`src/hdl/assert_macros.svh`:
```
// assertion helpers, sampled on clk and disabled while rst_n is low
`ifndef ASSERT_MACROS_SVH
`define ASSERT_MACROS_SVH

// same-cycle implication
`define SPE_ASSERT(label, ante, cons, msg) \
  label: assert property (@(posedge clk) disable iff (!rst_n) (ante) |-> (cons)) \
    else $error(msg);

// next-cycle implication
`define SPE_ASSERT_NEXT(label, ante, cons, msg) \
  label: assert property (@(posedge clk) disable iff (!rst_n) (ante) |=> (cons)) \
    else $error(msg);

`endif

```
`src/hdl/spe_pkg.sv`:
```
package spe_pkg;

  localparam logic [12:0] SPE_MAX_POS = 13'd4096;
  localparam logic [10:0] SPE_MAX_DIM = 11'd1024;

  localparam logic [3:0] SPE_CFG_MODEL_WIDTH = 4'd0;
  localparam logic [3:0] SPE_CFG_MAX_POS     = 4'd1;

  localparam logic [10:0] SPE_MW_RST = 11'd512;
  localparam logic [12:0] SPE_MP_RST = 13'd4096;

  // log2(10000) in Q24
  localparam logic [27:0] SPE_LOG2_TENK = 28'd222930821;

  localparam logic [29:0] SPE_TWO_PI_U = 30'd411775;
  localparam logic [19:0] SPE_HALF_PI_U = 20'd102944;

  typedef logic signed [19:0] spe_ang_t;
  typedef logic signed [32:0] spe_vec_t;

  localparam spe_ang_t SPE_PI      = 20'sd205887;
  localparam spe_ang_t SPE_HALF_PI = 20'sd102944;
  localparam spe_ang_t SPE_TWO_PI  = 20'sd411775;

  localparam spe_vec_t SPE_CORDIC_X0 = 33'sd652032874;
  localparam int       SPE_CORDIC_N  = 16;

  localparam logic [15:0] SPE_ATAN [SPE_CORDIC_N] = '{
    16'd51472, 16'd30386, 16'd16055, 16'd8150, 16'd4091, 16'd2047, 16'd1024, 16'd512,
    16'd256, 16'd128, 16'd64, 16'd32, 16'd16, 16'd8, 16'd4, 16'd2
  };

  typedef struct packed {
    logic        vld;
    logic        inv;
    logic        odd;
    logic [11:0] pos;
  } spe_tag_t;

  function automatic logic [63:0] spe_isqrt(logic [63:0] n);
    logic [63:0] rem;
    logic [63:0] res;
    logic [63:0] bitv;
    rem  = n;
    res  = '0;
    bitv = 64'd1 << 62;
    for (int i = 0; i < 32; i++) begin
      if (rem >= res + bitv) begin
        rem = rem - (res + bitv);
        res = (res >> 1) + bitv;
      end else begin
        res = res >> 1;
      end
      bitv = bitv >> 2;
    end
    return res;
  endfunction

  // 2^(-2^-b) in Q30
  function automatic logic [29:0] spe_exp_coef(int b);
    logic [63:0] c;
    c = 64'd1 << 29;
    for (int i = 1; i <= 24; i++) begin
      if (i <= b) begin
        c = spe_isqrt(c << 30);
      end
    end
    return c[29:0];
  endfunction

  // one restoring step of the reduction modulo 2*pi
  function automatic logic [29:0] spe_mod_step(logic [29:0] x, int k);
    logic [29:0] d;
    d = SPE_TWO_PI_U << k;
    if (x >= d) begin
      return x - d;
    end
    return x;
  endfunction

endpackage

```
`src/hdl/spe_div.sv`:
```
module spe_div
  import spe_pkg::*;
(
  input  logic        clk,
  input  logic        rst_n,
  input  logic        en,
  input  spe_tag_t    tag_i,
  input  logic [37:0] dvd_i,
  input  logic [10:0] mw_i,
  output spe_tag_t    tag_o,
  output logic [27:0] quo_o
);

  localparam int BPS = 4;
  localparam int NS  = 28 / BPS;

  spe_tag_t    tag_in  [NS];
  logic [10:0] rem_in  [NS];
  logic [27:0] lo_in   [NS];
  logic [27:0] q_in    [NS];
  logic [10:0] rem_nxt [NS];
  logic [27:0] lo_nxt  [NS];
  logic [27:0] q_nxt   [NS];
  spe_tag_t    tag_r   [NS];
  logic [10:0] rem_r   [NS];
  logic [27:0] lo_r    [NS];
  logic [27:0] q_r     [NS];

  for (genvar g = 0; g < NS; g++) begin : g_stg
    if (g == 0) begin : g_first
      assign tag_in[g] = tag_i;
      assign rem_in[g] = {1'b0, dvd_i[37:28]};
      assign lo_in[g]  = dvd_i[27:0];
      assign q_in[g]   = '0;
    end else begin : g_next
      assign tag_in[g] = tag_r[g-1];
      assign rem_in[g] = rem_r[g-1];
      assign lo_in[g]  = lo_r[g-1];
      assign q_in[g]   = q_r[g-1];
    end

    always_comb begin
      logic [11:0] trial;
      logic [10:0] rem;
      logic [27:0] lo;
      logic [27:0] q;
      rem = rem_in[g];
      lo  = lo_in[g];
      q   = q_in[g];
      for (int j = 0; j < BPS; j++) begin
        trial = {rem, lo[27]};
        lo    = {lo[26:0], 1'b0};
        if (trial >= {1'b0, mw_i}) begin
          rem = 11'(trial - {1'b0, mw_i});
          q   = {q[26:0], 1'b1};
        end else begin
          rem = trial[10:0];
          q   = {q[26:0], 1'b0};
        end
      end
      rem_nxt[g] = rem;
      lo_nxt[g]  = lo;
      q_nxt[g]   = q;
    end

    always_ff @(posedge clk) begin
      if (!rst_n) begin
        tag_r[g] <= '0;
      end else if (en) begin
        tag_r[g] <= tag_in[g];
      end
    end

    always_ff @(posedge clk) begin
      if (en) begin
        rem_r[g] <= rem_nxt[g];
        lo_r[g]  <= lo_nxt[g];
        q_r[g]   <= q_nxt[g];
      end
    end
  end

  assign tag_o = tag_r[NS-1];
  assign quo_o = q_r[NS-1];

endmodule

```
`config.mk`:
```
export PLATFORM = sky130hd
export DESIGN_NAME = spe_div
export DESIGN_NICKNAME = d
export VERILOG_FILES = /design/src/hdl/assert_macros.svh /design/src/hdl/spe_pkg.sv /design/src/hdl/spe_div.sv
export SDC_FILE = /design/constraint.sdc
export NUM_CORES = 1
export LEC_CHECK = 0
export ABC_AREA = 1
export BUFFER_PORTS_ARGS = -buffer_cell sky130_fd_sc_hd__buf_2
export CORE_MARGIN = 2
export CORE_UTILIZATION = 51
export CTS_CLUSTER_SIZE = 25
export DETAILED_ROUTE_END_ITERATION = 16
export PLACE_DENSITY = 0.74
export SLEW_MARGIN = 25
export SYNTH_ARGS = -nofsm -noshare
export SYNTH_HDL_FRONTEND = slang
export SYNTH_SLANG_ARGS = --single-unit
```
`constraint.sdc`:
```
create_clock -name clk -period 6.95 [get_ports clk]
set_input_delay 0 -clock clk [delete_from_list [all_inputs] [get_ports clk]]
set_output_delay 0 -clock clk [all_outputs]
set_load 0.05 [all_outputs]
```
==> summary.txt <==
Worst setup startpoint: lo_r[2][23]
vias in the first global route: 25400
Worst Setup Start Kind: register
Slew Limit Fails: 0
Top FF cell, synth: edfxtp_1
cell taking the most area after synthesis: edfxtp_1
Mapped Cells: 3739
top area cells in the synthesized netlist: edfxtp_1 (36%), ha_1 (13%), nand2_1 (13%)
initial antenna violation count: 1
EDFF count, synth: 367
synthesized flop and latch total: 367
Fmax: 147 MHz
slowest cell on the critical path: fa_1
Die Wd: 247 µm
Critical Path End Type: register
clk_skew: 0.0264 ns
Routed WL: 84.5 mm
Initial Utilization: 51.4%
Final period util: 97.9%
TritonCTS clock tree: built
latest clock arrival within the worst-skew pair: 0.60 ns
Least-Margin Pin Slew: 0.934 ns
Clock Tree Root: clkbuf_16
Top Ports: 110
Max-slew headroom: 37.7%
Syn Nets: 4141
clk sinks: 367
Core ar.: 58800 µm²
Final #Nets: 4872
post-synth cell types: 54
drt drc: 0
RePlAce Congestion: 0.977
GRT overflow: 0
worst-path fanout max: 8
Final Hold Fails: 0
CTS clk-pin slew, worst paths: 0.06 ns
CP most frequent cell: nand2_1
M2 GR Usage: 42.1%
final setup vio count: 0
startpoint of the worst hold path: dvd_i[26]
synthesized area: 30200 µm²
proportion of netlist area held by the largest area contributor: 36.5%
pre-CTS setup slack: -0.758 ns
wire length per cell: 16.0 µm
die area: 61200 µm²
Worst Path Arrival: 7.26 ns
Worst EP required: 7.41 ns
cell count after placement: 5037
vias per cell: 5.29
clock buffer depth: 3
die height: 247 µm
post-route ant nets: 0
Port Buffer Count: 109
P&R area growth vs syn: 32.3%
total CTS buffers: 44
Min Clock Period, post-route: 6.80 ns
# rows: 89
setup ws final: 0.146 ns
DR vias: 27900
largest net degree at the start of global routing: 106
CP max stage delay: 0.49 ns
syn_area_per_cell: 8.08 µm²
Yosys warnings: 0
Fillers: 4601
Worst Setup Path Type: register to register
setup_tns: 0 ns
DP HPWL: 58.5 mm
asr flop ratio synth: 0%
total global-route track usage: 25.5%
GR Util met1: 34.7%
DR iter-0 viols: 2163
worst reg2reg path startpoint: lo_r[2][23]
GR Util met3: 3.53%
share of cells above drive strength 1: 27.7%
first-pass GRT wire length: 126 mm
Min-Delay Path Class: primary input to register
# H-tree levels: 2
Antenna diodes: 0
Seq/Total Area, Yosys: 36.5%
hold slack: 0.0567 ns
status: finished, final reports clean
RSZ-0062 raised after global routing: true
final non-filler cell total: 5279
first-pass iteration count of the detailed router: 5
GRT busiest layer: met2
maxcap violations: 0
## metrics by stage
stage / util [%] / area, µm²
after floorplan: - / 30200
after global placement: 59.7 / 35100
after detailed placement: 59.7 / 35100
after CTS: 63.4 / 37300
after global routing: 68.0 / 40000
final: 68.0 / 40000
## layout make-up
type	count	area (µm²)	share of cell area [%]
inverters	525	2010	5.04
clock buffers	50	1120	2.81
repair buffers	724	5730	14.3
well taps	773	967	2.42
clock inverters	32	310	0.776
repair inverters	3	18.8	0.0470
multi-input cells	2805	18800	47.0
flip-flops and latches	367	11000	27.6
## cell usage after synthesis, drive strengths merged (18+ instances only)
| library cell | count |
|---|---|
| nand4 | 62 |
| nor3 | 24 |
| xnor2 | 73 |
| o21ai | 192 |
| or2 | 18 |
| buf | 39 |
| inv | 525 |
| nand3 | 170 |
| o21bai | 25 |
| xor2 | 139 |
| nor2 | 361 |
| ha | 308 |
| edfxtp | 367 |
| fa | 27 |
| a21oi | 244 |
| nand2 | 1054 |
## layer usage
metal  part of all wire (%)  vias to the layer above
li1                       -                    13900
met1                     44                    12900
met2                     47                      904
met3                    6.0                      187
met4                    3.4                        0
met5                      0                        -
## cells in the final DEF, fill, tap and decap left out, drive strengths merged, types with 3 or more instances in the layout
cell type	instances
a211oi	6
a21boi	4
a21o	11
a21oi	244
a31o	3
a31oi	10
a41o	3
and2	4
buf	677
bufinv	3
clkbuf	55
clkinv	20
clkinvlp	7
dlygate4sd3	42
edfxtp	367
fa	27
ha	308
inv	530
nand2	1054
nand3	173
nand3b	9
nand4	62
nor2	367
nor3	24
o2111ai	6
o211ai	8
o21a	14
o21ai	192
o21bai	25
o221ai	5
o31ai	6
o41ai	4
or2	18
xnor2	73
xor2	139
## final timing paths
| check | end | slack, ns | cells after the start |
|---|---|---|---|
| setup / recovery | rem_r[3][9] | 0.15 | 43 |
| setup reg to reg | rem_r[3][9] | 0.15 | 43 |
| hold / removal | rem_r[0][2] | 0.06 | 7 |
| hold reg to reg | q_r[4][5] | 0.41 | 0 |
## worst max-delay path: cells and delay by family, from the launching register on
family / cells / cell delay, ns
buffers and inverters: 5 / 0.68
AOI/OAI and AO/OA: 12 / 1.68
DFF: 1 / 0.44
and+or+nand+nor: 21 / 2.48
adders and majority gates: 5 / 1.39
## sequential cells by signal, indices dropped and copies added (netlist names)
register / cells
q_r: 112
rem_r: 66
tag_r: 105
lo_r: 84
## cell families after synthesis
group,count (synthesis),share of synthesized area (%)
simple gates,1706,24.6
buf+inv,576,7.83
compound gates,543,10.4
flops,367,36.5
fa+ha+maj,335,14.5
xor+xnor,212,6.15
## what timing repair did
item                       in CTS  in global routing
setup endpoints to repair      52                 73
pin swaps                      20                169
resized for setup              58                445
buffers inserted               15                 86
hold endpoints to repair      103                  0
gates cloned                    3                 14
hold buffers                   42                  0
Power is not shown: default switching activity piles up to over one toggle a cycle in this logic, so the estimate is an artifact.
