===== src/hdl/assert_macros.svh =====
// assertion helpers, sampled on clk and disabled while rst_n is low
`ifndef ASSERT_MACROS_SVH
`define ASSERT_MACROS_SVH

// same-cycle implication
`define SPE_ASSERT(label, ante, cons, msg) \
  label: assert property (@(posedge clk) disable iff (!rst_n) (ante) |-> (cons)) \
    else $error(msg);

// next-cycle implication
`define SPE_ASSERT_NEXT(label, ante, cons, msg) \
  label: assert property (@(posedge clk) disable iff (!rst_n) (ante) |=> (cons)) \
    else $error(msg);

`endif


===== src/hdl/spe_pkg.sv =====
package spe_pkg;

  localparam logic [12:0] SPE_MAX_POS = 13'd4096;
  localparam logic [10:0] SPE_MAX_DIM = 11'd1024;

  localparam logic [3:0] SPE_CFG_MODEL_WIDTH = 4'd0;
  localparam logic [3:0] SPE_CFG_MAX_POS     = 4'd1;

  localparam logic [10:0] SPE_MW_RST = 11'd512;
  localparam logic [12:0] SPE_MP_RST = 13'd4096;

  // log2(10000) in Q24
  localparam logic [27:0] SPE_LOG2_TENK = 28'd222930821;

  localparam logic [29:0] SPE_TWO_PI_U = 30'd411775;
  localparam logic [19:0] SPE_HALF_PI_U = 20'd102944;

  typedef logic signed [19:0] spe_ang_t;
  typedef logic signed [32:0] spe_vec_t;

  localparam spe_ang_t SPE_PI      = 20'sd205887;
  localparam spe_ang_t SPE_HALF_PI = 20'sd102944;
  localparam spe_ang_t SPE_TWO_PI  = 20'sd411775;

  localparam spe_vec_t SPE_CORDIC_X0 = 33'sd652032874;
  localparam int       SPE_CORDIC_N  = 16;

  localparam logic [15:0] SPE_ATAN [SPE_CORDIC_N] = '{
    16'd51472, 16'd30386, 16'd16055, 16'd8150, 16'd4091, 16'd2047, 16'd1024, 16'd512,
    16'd256, 16'd128, 16'd64, 16'd32, 16'd16, 16'd8, 16'd4, 16'd2
  };

  typedef struct packed {
    logic        vld;
    logic        inv;
    logic        odd;
    logic [11:0] pos;
  } spe_tag_t;

  function automatic logic [63:0] spe_isqrt(logic [63:0] n);
    logic [63:0] rem;
    logic [63:0] res;
    logic [63:0] bitv;
    rem  = n;
    res  = '0;
    bitv = 64'd1 << 62;
    for (int i = 0; i < 32; i++) begin
      if (rem >= res + bitv) begin
        rem = rem - (res + bitv);
        res = (res >> 1) + bitv;
      end else begin
        res = res >> 1;
      end
      bitv = bitv >> 2;
    end
    return res;
  endfunction

  // 2^(-2^-b) in Q30
  function automatic logic [29:0] spe_exp_coef(int b);
    logic [63:0] c;
    c = 64'd1 << 29;
    for (int i = 1; i <= 24; i++) begin
      if (i <= b) begin
        c = spe_isqrt(c << 30);
      end
    end
    return c[29:0];
  endfunction

  // one restoring step of the reduction modulo 2*pi
  function automatic logic [29:0] spe_mod_step(logic [29:0] x, int k);
    logic [29:0] d;
    d = SPE_TWO_PI_U << k;
    if (x >= d) begin
      return x - d;
    end
    return x;
  endfunction

endpackage


===== src/hdl/spe_angle.sv =====
module spe_angle
  import spe_pkg::*;
(
  input  logic        clk,
  input  logic        rst_n,
  input  logic        en,
  input  spe_tag_t    tag_i,
  input  logic [3:0]  u_i,
  input  logic [30:0] m_i,
  output spe_tag_t    tag_o,
  output spe_ang_t    z_o
);

  spe_tag_t    tag1_r, tag2_r, tag3_r, tag4_r;
  logic [42:0] prod_r;
  logic [3:0]  u1_r;
  logic [23:0] x2_r;
  logic [18:0] r3_r;
  spe_ang_t    z4_r;
  logic [23:0] x2_nxt;
  logic [18:0] r3_nxt;
  spe_ang_t    z4_nxt;

  // coarse reduction, quotient bits 10 down to 5
  always_comb begin
    logic [42:0] sh;
    logic [29:0] x;
    sh = prod_r >> (6'd14 + {2'b00, u1_r});
    x  = sh[29:0];
    for (int k = 10; k >= 5; k--) begin
      x = spe_mod_step(x, k);
    end
    x2_nxt = x[23:0];
  end

  // fine reduction, quotient bits 4 down to 0
  always_comb begin
    logic [29:0] x;
    x = {6'd0, x2_r};
    for (int k = 4; k >= 0; k--) begin
      x = spe_mod_step(x, k);
    end
    r3_nxt = x[18:0];
  end

  // cosine phase shift and fold into [-pi/2, pi/2]
  always_comb begin
    logic [19:0] s;
    spe_ang_t    z;
    s = {1'b0, r3_r} + (tag3_r.odd ? SPE_HALF_PI_U : 20'd0);
    if (s >= SPE_TWO_PI_U[19:0]) begin
      s = s - SPE_TWO_PI_U[19:0];
    end
    z = $signed(s);
    if (z > SPE_PI) begin
      z = z - SPE_TWO_PI;
    end
    if (z > SPE_HALF_PI) begin
      z = SPE_PI - z;
    end else if (z < -SPE_HALF_PI) begin
      z = -SPE_PI - z;
    end
    z4_nxt = z;
  end

  always_ff @(posedge clk) begin
    if (!rst_n) begin
      tag1_r <= '0;
      tag2_r <= '0;
      tag3_r <= '0;
      tag4_r <= '0;
    end else if (en) begin
      tag1_r <= tag_i;
      tag2_r <= tag1_r;
      tag3_r <= tag2_r;
      tag4_r <= tag3_r;
    end
  end

  always_ff @(posedge clk) begin
    if (en) begin
      prod_r <= 43'(tag_i.pos) * 43'(m_i);
      u1_r   <= u_i;
      x2_r   <= x2_nxt;
      r3_r   <= r3_nxt;
      z4_r   <= z4_nxt;
    end
  end

  assign tag_o = tag4_r;
  assign z_o   = z4_r;

endmodule


===== config.mk =====
export PLATFORM = sky130hd
export DESIGN_NAME = spe_angle
export DESIGN_NICKNAME = d
export VERILOG_FILES = /design/src/hdl/assert_macros.svh /design/src/hdl/spe_pkg.sv /design/src/hdl/spe_angle.sv
export SDC_FILE = /design/constraint.sdc
export NUM_CORES = 2
export LEC_CHECK = 0
export BUFFER_PORTS_ARGS = -buffer_cell sky130_fd_sc_hd__buf_2
export CAP_MARGIN = 20
export CELL_PAD_IN_SITES_DETAIL_PLACEMENT = 1
export CELL_PAD_IN_SITES_GLOBAL_PLACEMENT = 2
export CORE_UTILIZATION = 44
export DETAILED_ROUTE_END_ITERATION = 10
export PLACE_DENSITY = 0.95
export SYNTH_ARGS = -nofsm -noshare
export SYNTH_HDL_FRONTEND = slang
export SYNTH_SLANG_ARGS = --single-unit

===== constraint.sdc =====
create_clock -name clk -period 21.7 [get_ports clk]
set_clock_uncertainty 0.05 [all_clocks]
set_input_delay 1.085 -clock clk [delete_from_list [all_inputs] [get_ports clk]]
set_output_delay 1.085 -clock clk [all_outputs]
set_load 0.01 [all_outputs]

==> out/qor.csv <==
stage;metric;value;unit
final_layout;area_growth_syn_to_layout;5.45;%
clock_tree;cts_resized;0;
clock_tree;clock_latency;0.47;ns
clock_tree;clock_tree.root_cell;clkbuf_16;
grt;grt_util_met3;2.62;%
grt;grt_pass1_vias;26300;
run_status;status;complete, no violations;
clock_tree;h-tree-depth;4;
grt;busiest_layer;met2;
synthesis;seq_area_frac_synth;14.8;%
synthesis;syn_inst;3279;
synthesis;syn_area;27600;µm²
clock_tree;cts_sinks;156;
timing;post-route-min-period;13.48;ns
floorplan;fp.dieH;252;µm
synthesis;synth_edf_count;96;
timing;slew_headroom;30.5;%
synthesis;avgSynthCellArea;8.41;µm²
routing;wl_per_cell;20.6;µm
final_layout;final_nets;3682;
critical_path;cp.depth;41;
critical_path;endpoint_kind;flop;
critical_path;worstPathArrival;13.64;ns
synthesis;yosysUniqueCellTypes;114;
place;place_hpwl;64900;µm
timing;finalMaxSlewViolations;0;
grt;gr-usage-met2;47.4;%
synthesis;synthTopCellsByArea;fa_1 21%, edfxtp_1 10%, nand2_1 6.3%;
routing;via_count;24200;
critical_path;startpoint_type;flop;
grt;gr-usage-all-layers;27.0;%
routing;ant_nets;0;
critical_path;slowest_stage;xnor2_1;
synthesis;synth_commonest_cells;463 x nand2_1, 308 x inv_1, 289 x fa_1;
job;maxCapViolCount;0;
grt;grt_pass1_wl;139000;µm
routing;via_per_inst;5.91;
worst_hold_path;worstHoldPathType;reg2reg;
timing;period_share;62.1;%
clock_tree;clk_path_buf_depth;2;
clock_tree;cts_hold_buf;0;
synthesis;synth_flop_cell;edfxtp_1;
place;gp_congestion;0.892;
final_layout;regArea;4080;µm²
synthesis;synth_top_area_share;21.0;%
floorplan;num_rows;91;
worst_hold_path;hold_path_depth;2;
timing;hold_slack;0.473;ns
routing;first_pass_iters;5;
place;numPortBuffers;87;
final_layout;fillers;7359;
routing;first_iter_violations;1405;
clock_tree;cts_tree;done;
floorplan;fp.dieW;252;µm
timing;rsz0062_at_grt;false;
critical_path;path_delay_family;compound AO/OA/AOI/OAI gates;
timing;worst_pin_slew;1.03;ns
routing;drc;0;
clock_tree;numCtsBuffers;17;
floorplan;die_area;63700;µm²
synthesis;yosysWarningCount;0;
synthesis;post-synth-top-count-cell;nand2_1;
grt;gr-usage-met1;35.3;%
critical_path;path_class;reg2reg;
grt;grt_remaining_overflow;0;
synthesis;syn_nets;3721;
floorplan;core-area;61800;µm²
critical_path;r2r_cells;41;
timing;max_freq;0.0742;GHz
synthesis;synth_top_cell_by_area;fa_1;
synthesis;ys_seq_elements;156;
timing;setup_violations;0;
floorplan;start_util;44.6;%
final_layout;drive_gt1_share;7.29;%
routing;drt_wl_total;84400;µm
critical_path;critPathMaxFanout;46;
floorplan;ioPinCount;88;
grt;antenna_found_initial;3;
timing;fin_tns_setup;0;ns
synthesis;async_reset_ff_share;0;%
clock_tree;clk_transition_reported_paths;0.07;ns
grt;grt_max_degree;61;
final_layout;multi_input_area;21600;µm²
critical_path;crit_buf_inv;5;
clock_tree;post_cts_buffers;0;
critical_path;worstPathRequired;21.87;ns
timing;hold_viol;0;
critical_path;slowest_delay;0.75;ns
## worst reg2reg max path: cells and delay by family, from the launching register on
kind,cells,cell delay (ns)
fa+ha+maj,3,1.01
buf+inv,5,1.09
simple gates,11,3.29
mux,3,1.43
compound gates,16,4.85
flops,1,0.33
xor+xnor,3,1.21
## logic make-up (layout without fill, tap and decap cells)
family	Yosys count	after routing	share of synthesized area, %
and+or+nand+nor	1232	1232	21.6
DFF	156	156	14.8
xor gates and xnor gates	291	291	9.33
AOI/OAI and AO/OA	582	582	15.0
other	0	3	0
adders and majority gates	390	390	25.6
muxes	157	157	6.94
buffers and inverters	471	445	6.74
## stage by stage
| step | util [%] | area [µm²] | setup slack, ns | std cells |
|---|---|---|---|---|
| final | 47.0 | 29100 | 8.22 | 4093 |
| after global routing | 47.0 | 29100 | 7.19 | 4093 |
| after CTS | 47.0 | 29100 | 8.39 | 4088 |
| after detailed placement | 46.1 | 28500 | 8.43 | 4056 |
| after global placement | 46.1 | 28500 | 8.83 | 4056 |
| after floorplan | - | 27600 | 10.47 | 3279 |
## state kept, by name, summed over array words and instances, names as in the netlist
signal  cells
x2_r       24
tag_o      15
u1_r        4
tag3_r     15
r3_r       19
tag1_r     15
tag2_r     15
z_o        20
prod_r     29
## cells in the final DEF, fill, tap and decap left out, drive strengths merged, types with 105 or more instances in the layout
| master | instances |
|---|---|
| a21oi | 111 |
| inv | 318 |
| nor2 | 212 |
| and2 | 132 |
| o21ai | 112 |
| nand2 | 465 |
| xnor2 | 193 |
| fa | 289 |
| mux2i | 113 |
| buf | 105 |
## final timing paths
path | start | slack [ns] | to
setup / recovery | u1_r[0] | 8.22 | x2_r[14]
hold / removal | tag1_r[12] | 0.47 | tag1_r[12]
setup reg to reg | u1_r[0] | 8.22 | x2_r[14]
hold reg to reg | tag1_r[12] | 0.47 | tag1_r[12]
## layer usage
| layer | routed length (µm) | up-vias |
|---|---|---|
| li1 | - | 11100 |
| met1 | 37200 | 12400 |
| met2 | 42400 | 540 |
| met3 | 2840 | 136 |
| met4 | 1900 | 0 |
| met5 | 0 | - |
## final cells by class
type,instances,area share (%)
Multi-Input combinational cell,2652,74.4
Sequential cell,156,14.0
Inverter,308,3.98
Tap cell,837,3.60
Timing Repair Buffer,105,1.98
Clock buffer,18,1.48
Clock inverter,14,0.495
Antenna cell,3,0.0258
Power is left out: the tool's default activity adds up to more than one toggle a clock period on the data nets, which glitch-free logic cannot reach.
