==> config.mk <==
export PLATFORM = sky130hd
export DESIGN_NAME = spe_cordic
export DESIGN_NICKNAME = d
export VERILOG_FILES = /design/src/hdl/assert_macros.svh /design/src/hdl/spe_pkg.sv /design/src/hdl/spe_cordic.sv
export SDC_FILE = /design/constraint.sdc
export NUM_CORES = 2
export LEC_CHECK = 0
export ABC_AREA = 1
export BUFFER_PORTS_ARGS = -buffer_cell sky130_fd_sc_hd__buf_4
export CAP_MARGIN = 25
export CELL_PAD_IN_SITES_DETAIL_PLACEMENT = 0
export CELL_PAD_IN_SITES_GLOBAL_PLACEMENT = 2
export CORE_MARGIN = 5
export CORE_UTILIZATION = 38
export CTS_CLUSTER_SIZE = 20
export DETAILED_ROUTE_END_ITERATION = 10
export GPL_ROUTABILITY_DRIVEN = 0
export GPL_TIMING_DRIVEN = 0
export HOLD_SLACK_MARGIN = 0.08
export PLACE_DENSITY_LB_ADDON = 0.1
export SETUP_SLACK_MARGIN = 0.2
export SLEW_MARGIN = 15
export SYNTH_ARGS = -nofsm -noshare
export SYNTH_HDL_FRONTEND = slang
export SYNTH_SLANG_ARGS = --single-unit
==> constraint.sdc <==
create_clock -name clk -period 9.7 [get_ports clk]
set_input_delay 1.94 -clock clk [delete_from_list [all_inputs] [get_ports clk]]
set_output_delay 1.94 -clock clk [all_outputs]
set_load 0.02 [all_outputs]
==> src/hdl/assert_macros.svh <==
// assertion helpers, sampled on clk and disabled while rst_n is low
`ifndef ASSERT_MACROS_SVH
`define ASSERT_MACROS_SVH

// same-cycle implication
`define SPE_ASSERT(label, ante, cons, msg) \
  label: assert property (@(posedge clk) disable iff (!rst_n) (ante) |-> (cons)) \
    else $error(msg);

// next-cycle implication
`define SPE_ASSERT_NEXT(label, ante, cons, msg) \
  label: assert property (@(posedge clk) disable iff (!rst_n) (ante) |=> (cons)) \
    else $error(msg);

`endif

==> src/hdl/spe_pkg.sv <==
package spe_pkg;

  localparam logic [12:0] SPE_MAX_POS = 13'd4096;
  localparam logic [10:0] SPE_MAX_DIM = 11'd1024;

  localparam logic [3:0] SPE_CFG_MODEL_WIDTH = 4'd0;
  localparam logic [3:0] SPE_CFG_MAX_POS     = 4'd1;

  localparam logic [10:0] SPE_MW_RST = 11'd512;
  localparam logic [12:0] SPE_MP_RST = 13'd4096;

  // log2(10000) in Q24
  localparam logic [27:0] SPE_LOG2_TENK = 28'd222930821;

  localparam logic [29:0] SPE_TWO_PI_U = 30'd411775;
  localparam logic [19:0] SPE_HALF_PI_U = 20'd102944;

  typedef logic signed [19:0] spe_ang_t;
  typedef logic signed [32:0] spe_vec_t;

  localparam spe_ang_t SPE_PI      = 20'sd205887;
  localparam spe_ang_t SPE_HALF_PI = 20'sd102944;
  localparam spe_ang_t SPE_TWO_PI  = 20'sd411775;

  localparam spe_vec_t SPE_CORDIC_X0 = 33'sd652032874;
  localparam int       SPE_CORDIC_N  = 16;

  localparam logic [15:0] SPE_ATAN [SPE_CORDIC_N] = '{
    16'd51472, 16'd30386, 16'd16055, 16'd8150, 16'd4091, 16'd2047, 16'd1024, 16'd512,
    16'd256, 16'd128, 16'd64, 16'd32, 16'd16, 16'd8, 16'd4, 16'd2
  };

  typedef struct packed {
    logic        vld;
    logic        inv;
    logic        odd;
    logic [11:0] pos;
  } spe_tag_t;

  function automatic logic [63:0] spe_isqrt(logic [63:0] n);
    logic [63:0] rem;
    logic [63:0] res;
    logic [63:0] bitv;
    rem  = n;
    res  = '0;
    bitv = 64'd1 << 62;
    for (int i = 0; i < 32; i++) begin
      if (rem >= res + bitv) begin
        rem = rem - (res + bitv);
        res = (res >> 1) + bitv;
      end else begin
        res = res >> 1;
      end
      bitv = bitv >> 2;
    end
    return res;
  endfunction

  // 2^(-2^-b) in Q30
  function automatic logic [29:0] spe_exp_coef(int b);
    logic [63:0] c;
    c = 64'd1 << 29;
    for (int i = 1; i <= 24; i++) begin
      if (i <= b) begin
        c = spe_isqrt(c << 30);
      end
    end
    return c[29:0];
  endfunction

  // one restoring step of the reduction modulo 2*pi
  function automatic logic [29:0] spe_mod_step(logic [29:0] x, int k);
    logic [29:0] d;
    d = SPE_TWO_PI_U << k;
    if (x >= d) begin
      return x - d;
    end
    return x;
  endfunction

endpackage

==> src/hdl/spe_cordic.sv <==
module spe_cordic
  import spe_pkg::*;
(
  input  logic        clk,
  input  logic        rst_n,
  input  logic        en,
  input  spe_tag_t    tag_i,
  input  spe_ang_t    z_i,
  output spe_tag_t    tag_o,
  output logic [15:0] val_o
);

  localparam int NS = SPE_CORDIC_N;

  spe_tag_t tag_in [NS];
  spe_vec_t x_in   [NS];
  spe_vec_t y_in   [NS];
  spe_ang_t z_in   [NS];
  spe_vec_t x_nxt  [NS];
  spe_vec_t y_nxt  [NS];
  spe_ang_t z_nxt  [NS];
  spe_tag_t tag_r  [NS];
  spe_vec_t x_r    [NS];
  spe_vec_t y_r    [NS];
  spe_ang_t z_r    [NS];

  for (genvar g = 0; g < NS; g++) begin : g_stg
    localparam spe_ang_t ATAN = $signed({4'd0, SPE_ATAN[g]});

    if (g == 0) begin : g_first
      assign tag_in[g] = tag_i;
      assign x_in[g]   = SPE_CORDIC_X0;
      assign y_in[g]   = '0;
      assign z_in[g]   = z_i;
    end else begin : g_next
      assign tag_in[g] = tag_r[g-1];
      assign x_in[g]   = x_r[g-1];
      assign y_in[g]   = y_r[g-1];
      assign z_in[g]   = z_r[g-1];
    end

    always_comb begin
      spe_vec_t dx;
      spe_vec_t dy;
      dx = y_in[g] >>> g;
      dy = x_in[g] >>> g;
      if (z_in[g] >= 0) begin
        x_nxt[g] = x_in[g] - dx;
        y_nxt[g] = y_in[g] + dy;
        z_nxt[g] = z_in[g] - ATAN;
      end else begin
        x_nxt[g] = x_in[g] + dx;
        y_nxt[g] = y_in[g] - dy;
        z_nxt[g] = z_in[g] + ATAN;
      end
    end

    always_ff @(posedge clk) begin
      if (!rst_n) begin
        tag_r[g] <= '0;
      end else if (en) begin
        tag_r[g] <= tag_in[g];
      end
    end

    always_ff @(posedge clk) begin
      if (en) begin
        x_r[g] <= x_nxt[g];
        y_r[g] <= y_nxt[g];
        z_r[g] <= z_nxt[g];
      end
    end
  end

  // round to Q1.15 and saturate; an invalid entry gives zero
  always_comb begin
    spe_vec_t v;
    v = (y_r[NS-1] + 33'sd16384) >>> 15;
    if (tag_r[NS-1].inv) begin
      val_o = '0;
    end else if (v > 33'sd32767) begin
      val_o = 16'h7fff;
    end else if (v < -33'sd32768) begin
      val_o = 16'h8000;
    end else begin
      val_o = v[15:0];
    end
  end

  assign tag_o = tag_r[NS-1];

endmodule

==> impl_metrics.toml <==
[timing]
final-setup-viol-count = 0
finalHoldViolCount = 0
fmaxAchievable_mhz = 168
final_min_period_over_clock_period_pct = 61.3
tightest_slew_ns = 1.02
maxSlewHeadroom_pct = 31.8
timing.final.max_slew_violations = 0
rsz0062_at_grt = "false"
finClkSkew_ns = 0.0910
min_period_ns = 5.94
fin_setup_tns_ns = 0

[finish]
multi_input_area_mm2 = 0.0689
fin_util_pct = 42.1
fillers = 31587
layout.cells.non_filler = 19330
area_growth_pct = 10.2
final_common_cell = "nand2_1"
mostFrequentLayoutCells = "nand2_1, nor2_1, inv_1"
seq_area_mm2 = 0.0428
nets = 16242
finalInstanceArea_mm2 = 0.132
layout-drive-gt1-share_pct = 3.41

[critical_path]
crit_top_cell = "nand2_1"
worstPathRequired_ns = 10.33
cp.arrival_ns = 6.57
r2r_cells = 18
r2r_slack_ns = 3.76
critPathMaxFanout = 16
reg2reg_to = "y_r[3][24]"
crit_slowest_cell = "buf_2"
criticalPathCategory = "reg2reg"
worstSetupEndpointType = "flip-flop"
endpoint = "y_r[3][24]"
path_cells = "or2_1 -> nor4_1 -> nand4_1 -> nand2_1 -> buf_2 -> buf_2 -> nand2_1 -> o21ai_0 -> inv_1 -> fa_1 -> o21ai_0 -> a21oi_1 -> o21ai_2 -> a21boi_0 -> o21ai_0 -> nand2_1 -> nand2_1 -> xor2_1"
start_kind = "flip-flop"
slowest_delay_ns = 0.56
crit_start = "z_r[0][41]"
r2r_start = "z_r[0][41]"

[detailed_routing]
vias = 102025
vias_per_cell = 5.28
drc = 0
routedWlPerCell_um = 20.6
wl_um = 398000
first_pass_iters = 6
drt_iter0_drc = 7506
final_antenna_net_count = 0

[global_routing]
overflow = 0
first_global_vias = 100249
grt.total_usage_pct = 23.7
antenna_found_initial = 11
grt_max_degree = 156
grt_pass1_wl_um = 602000

[cts]
cts_num_sinks = 1425
numCtsBuffers = 177
clkSlewWorstSetupHoldPaths_ns = 0.06
clock_latency_ns = 0.90
h-tree-depth = 4
post_cts_resized = 0
cts_setup_buffers = 0
cts_tree = "built"
ctsHoldBuffers = 0
cts_root_buf = "clkbuf_16"
ctsLongestPathBuffers = 4

[synthesis]
synth_top_family_by_area = "simple AND/OR/NAND/NOR gates"
synthesis.nets = 15979
yosys_warnings = 0
ys_types = 66
syn-cell-area_mm2 = 0.119
synth_edf_count = 1425
ys_ff_latch = 1425
yosysSeqAreaShare_pct = 35.8
muxShareOfSynthArea_pct = 0
async_reset_ff_share_pct = 0
synthFlopType = "edfxtp_1"
yosys.area_share.simple_pct = 20.1
synthCells = 14781
synth_fa_ha_area_share_pct = 12.4
avgSynthCellArea_um2 = 8.08
synth_compound_area_share_pct = 13.6
synth_xor_area_share_pct = 11.6

[job]
maxCapViolCount = 0

[floorplanning]
die_h_um = 571
fp.dieW_um = 571
ios = 69
die_area_mm2 = 0.326
rows = 205
initial_core_util_pct = 38.2
core_area_mm2 = 0.312

[placement]
placed_cell_area_mm2 = 0.126
portBuffers = 68
dp_hpwl_um = 334000
placed_cells = 19005

[run_status]
status = "complete, no violations"

[min_path]
hp-class = "reg2reg"
==> Yosys cell counts, drive strengths merged (3+ instances only) <==
cell type	instances	area share (%)
a21oi	1155	4.9
o221ai	5	0.037
or2	22	0.12
clkbuf	65	0.20
a31o	32	0.23
clkinv	5	0.016
a211oi	18	0.11
nor2	1978	6.2
o21bai	184	1.2
a21boi	70	0.44
o211ai	45	0.28
nand3b	16	0.10
and2	15	0.079
nor3b	9	0.065
nand4	220	1.2
and3	3	0.016
o21a	135	0.85
nor4	117	0.61
a221oi	63	0.46
nor4b	4	0.029
xor2	1147	8.4
o2111ai	60	0.44
ha	1119	12
a21o	199	1.3
nand3	466	2.0
buf	45	0.19
o311a	6	0.050
fa	41	0.69
o21ai	621	2.6
xnor2	427	3.1
o31ai	33	0.21
a31oi	90	0.47
inv	1929	6.1
nand2	2790	8.8
nor3	208	0.94
o41ai	4	0.036
edfxtp	1425	36
==> worst max-delay path, delay by kind of cell, from the launching register on <==
| family | cells | cell delay, ns |
|---|---|---|
| AOI/OAI and AO/OA | 6 | 1.68 |
| xor gates and xnor gates | 1 | 0.26 |
| adders and majority gates | 1 | 0.43 |
| buffers and inverters | 3 | 1.09 |
| and+or+nand+nor | 7 | 1.67 |
| DFF | 1 | 0.54 |
==> layout make-up <==
cell class | instances | area share, %
clock inverters | 119 | 1.12
well taps | 4140 | 3.94
plain buffers | 110 | 0.361
clock buffers | 201 | 3.45
repair buffers | 84 | 0.688
flip-flops and latches | 1425 | 32.5
inverters | 1934 | 5.52
multi-input cells | 11312 | 52.4
diodes | 5 | 0.00951
==> through the flow <==
step | setup slack (ns) | hold slack (ns)
2_1_floorplan | 2.03 | 0.417
3_3_place_gp | -11.07 | 0.432
3_5_place_dp | 3.37 | 0.437
4_1_cts | 3.34 | 0.434
5_1_grt | 3.25 | 0.449
6_report | 3.76 | 0.442
==> metal layers <==
metal | up-vias | global-route usage (%) | part of all wire, %
met4 | 4 | 6.34 | 3.0
met3 | 500 | 2.30 | 4.7
li1 | 50647 | - | -
met2 | 2538 | 41.4 | 48
met1 | 48336 | 31.4 | 44
met5 | - | 0 | 0.0083
==> sequential cells by signal, indices dropped and copies added, names as in the netlist <==
name,cells
y_r,482
x_r,422
z_r,281
tag_r,240
==> cell families (layout without fill, tap and decap cells) <==
logic type / count (synthesis) / count (layout)
compound gates: 2727 / 2727
xor+xnor: 1574 / 1574
fa+ha+maj: 1160 / 1160
buf+inv: 2044 / 2448
flops: 1425 / 1425
other cells: 0 / 5
simple gates: 5851 / 5851
==> worst min path at each step <==
| stage | startpoint | to | depth (start not counted) |
|---|---|---|---|
| 6_report | z_r[1][81] | z_r[1][101] | 0 |
| 5_1_grt | z_r[1][80] | z_r[1][100] | 0 |
| 4_1_cts | z_r[1][81] | z_r[1][101] | 0 |
| 3_5_place_dp | z_r[0][101] | z_r[0][121] | 0 |
| 3_3_place_gp | z_r[0][40] | z_r[0][60] | 0 |
| 2_1_floorplan | z_r[1][44] | z_r[1][64] | 0 |
Power is left out: the tool's default activity adds up to more than one toggle a clock period on the data nets, which glitch-free logic cannot reach.
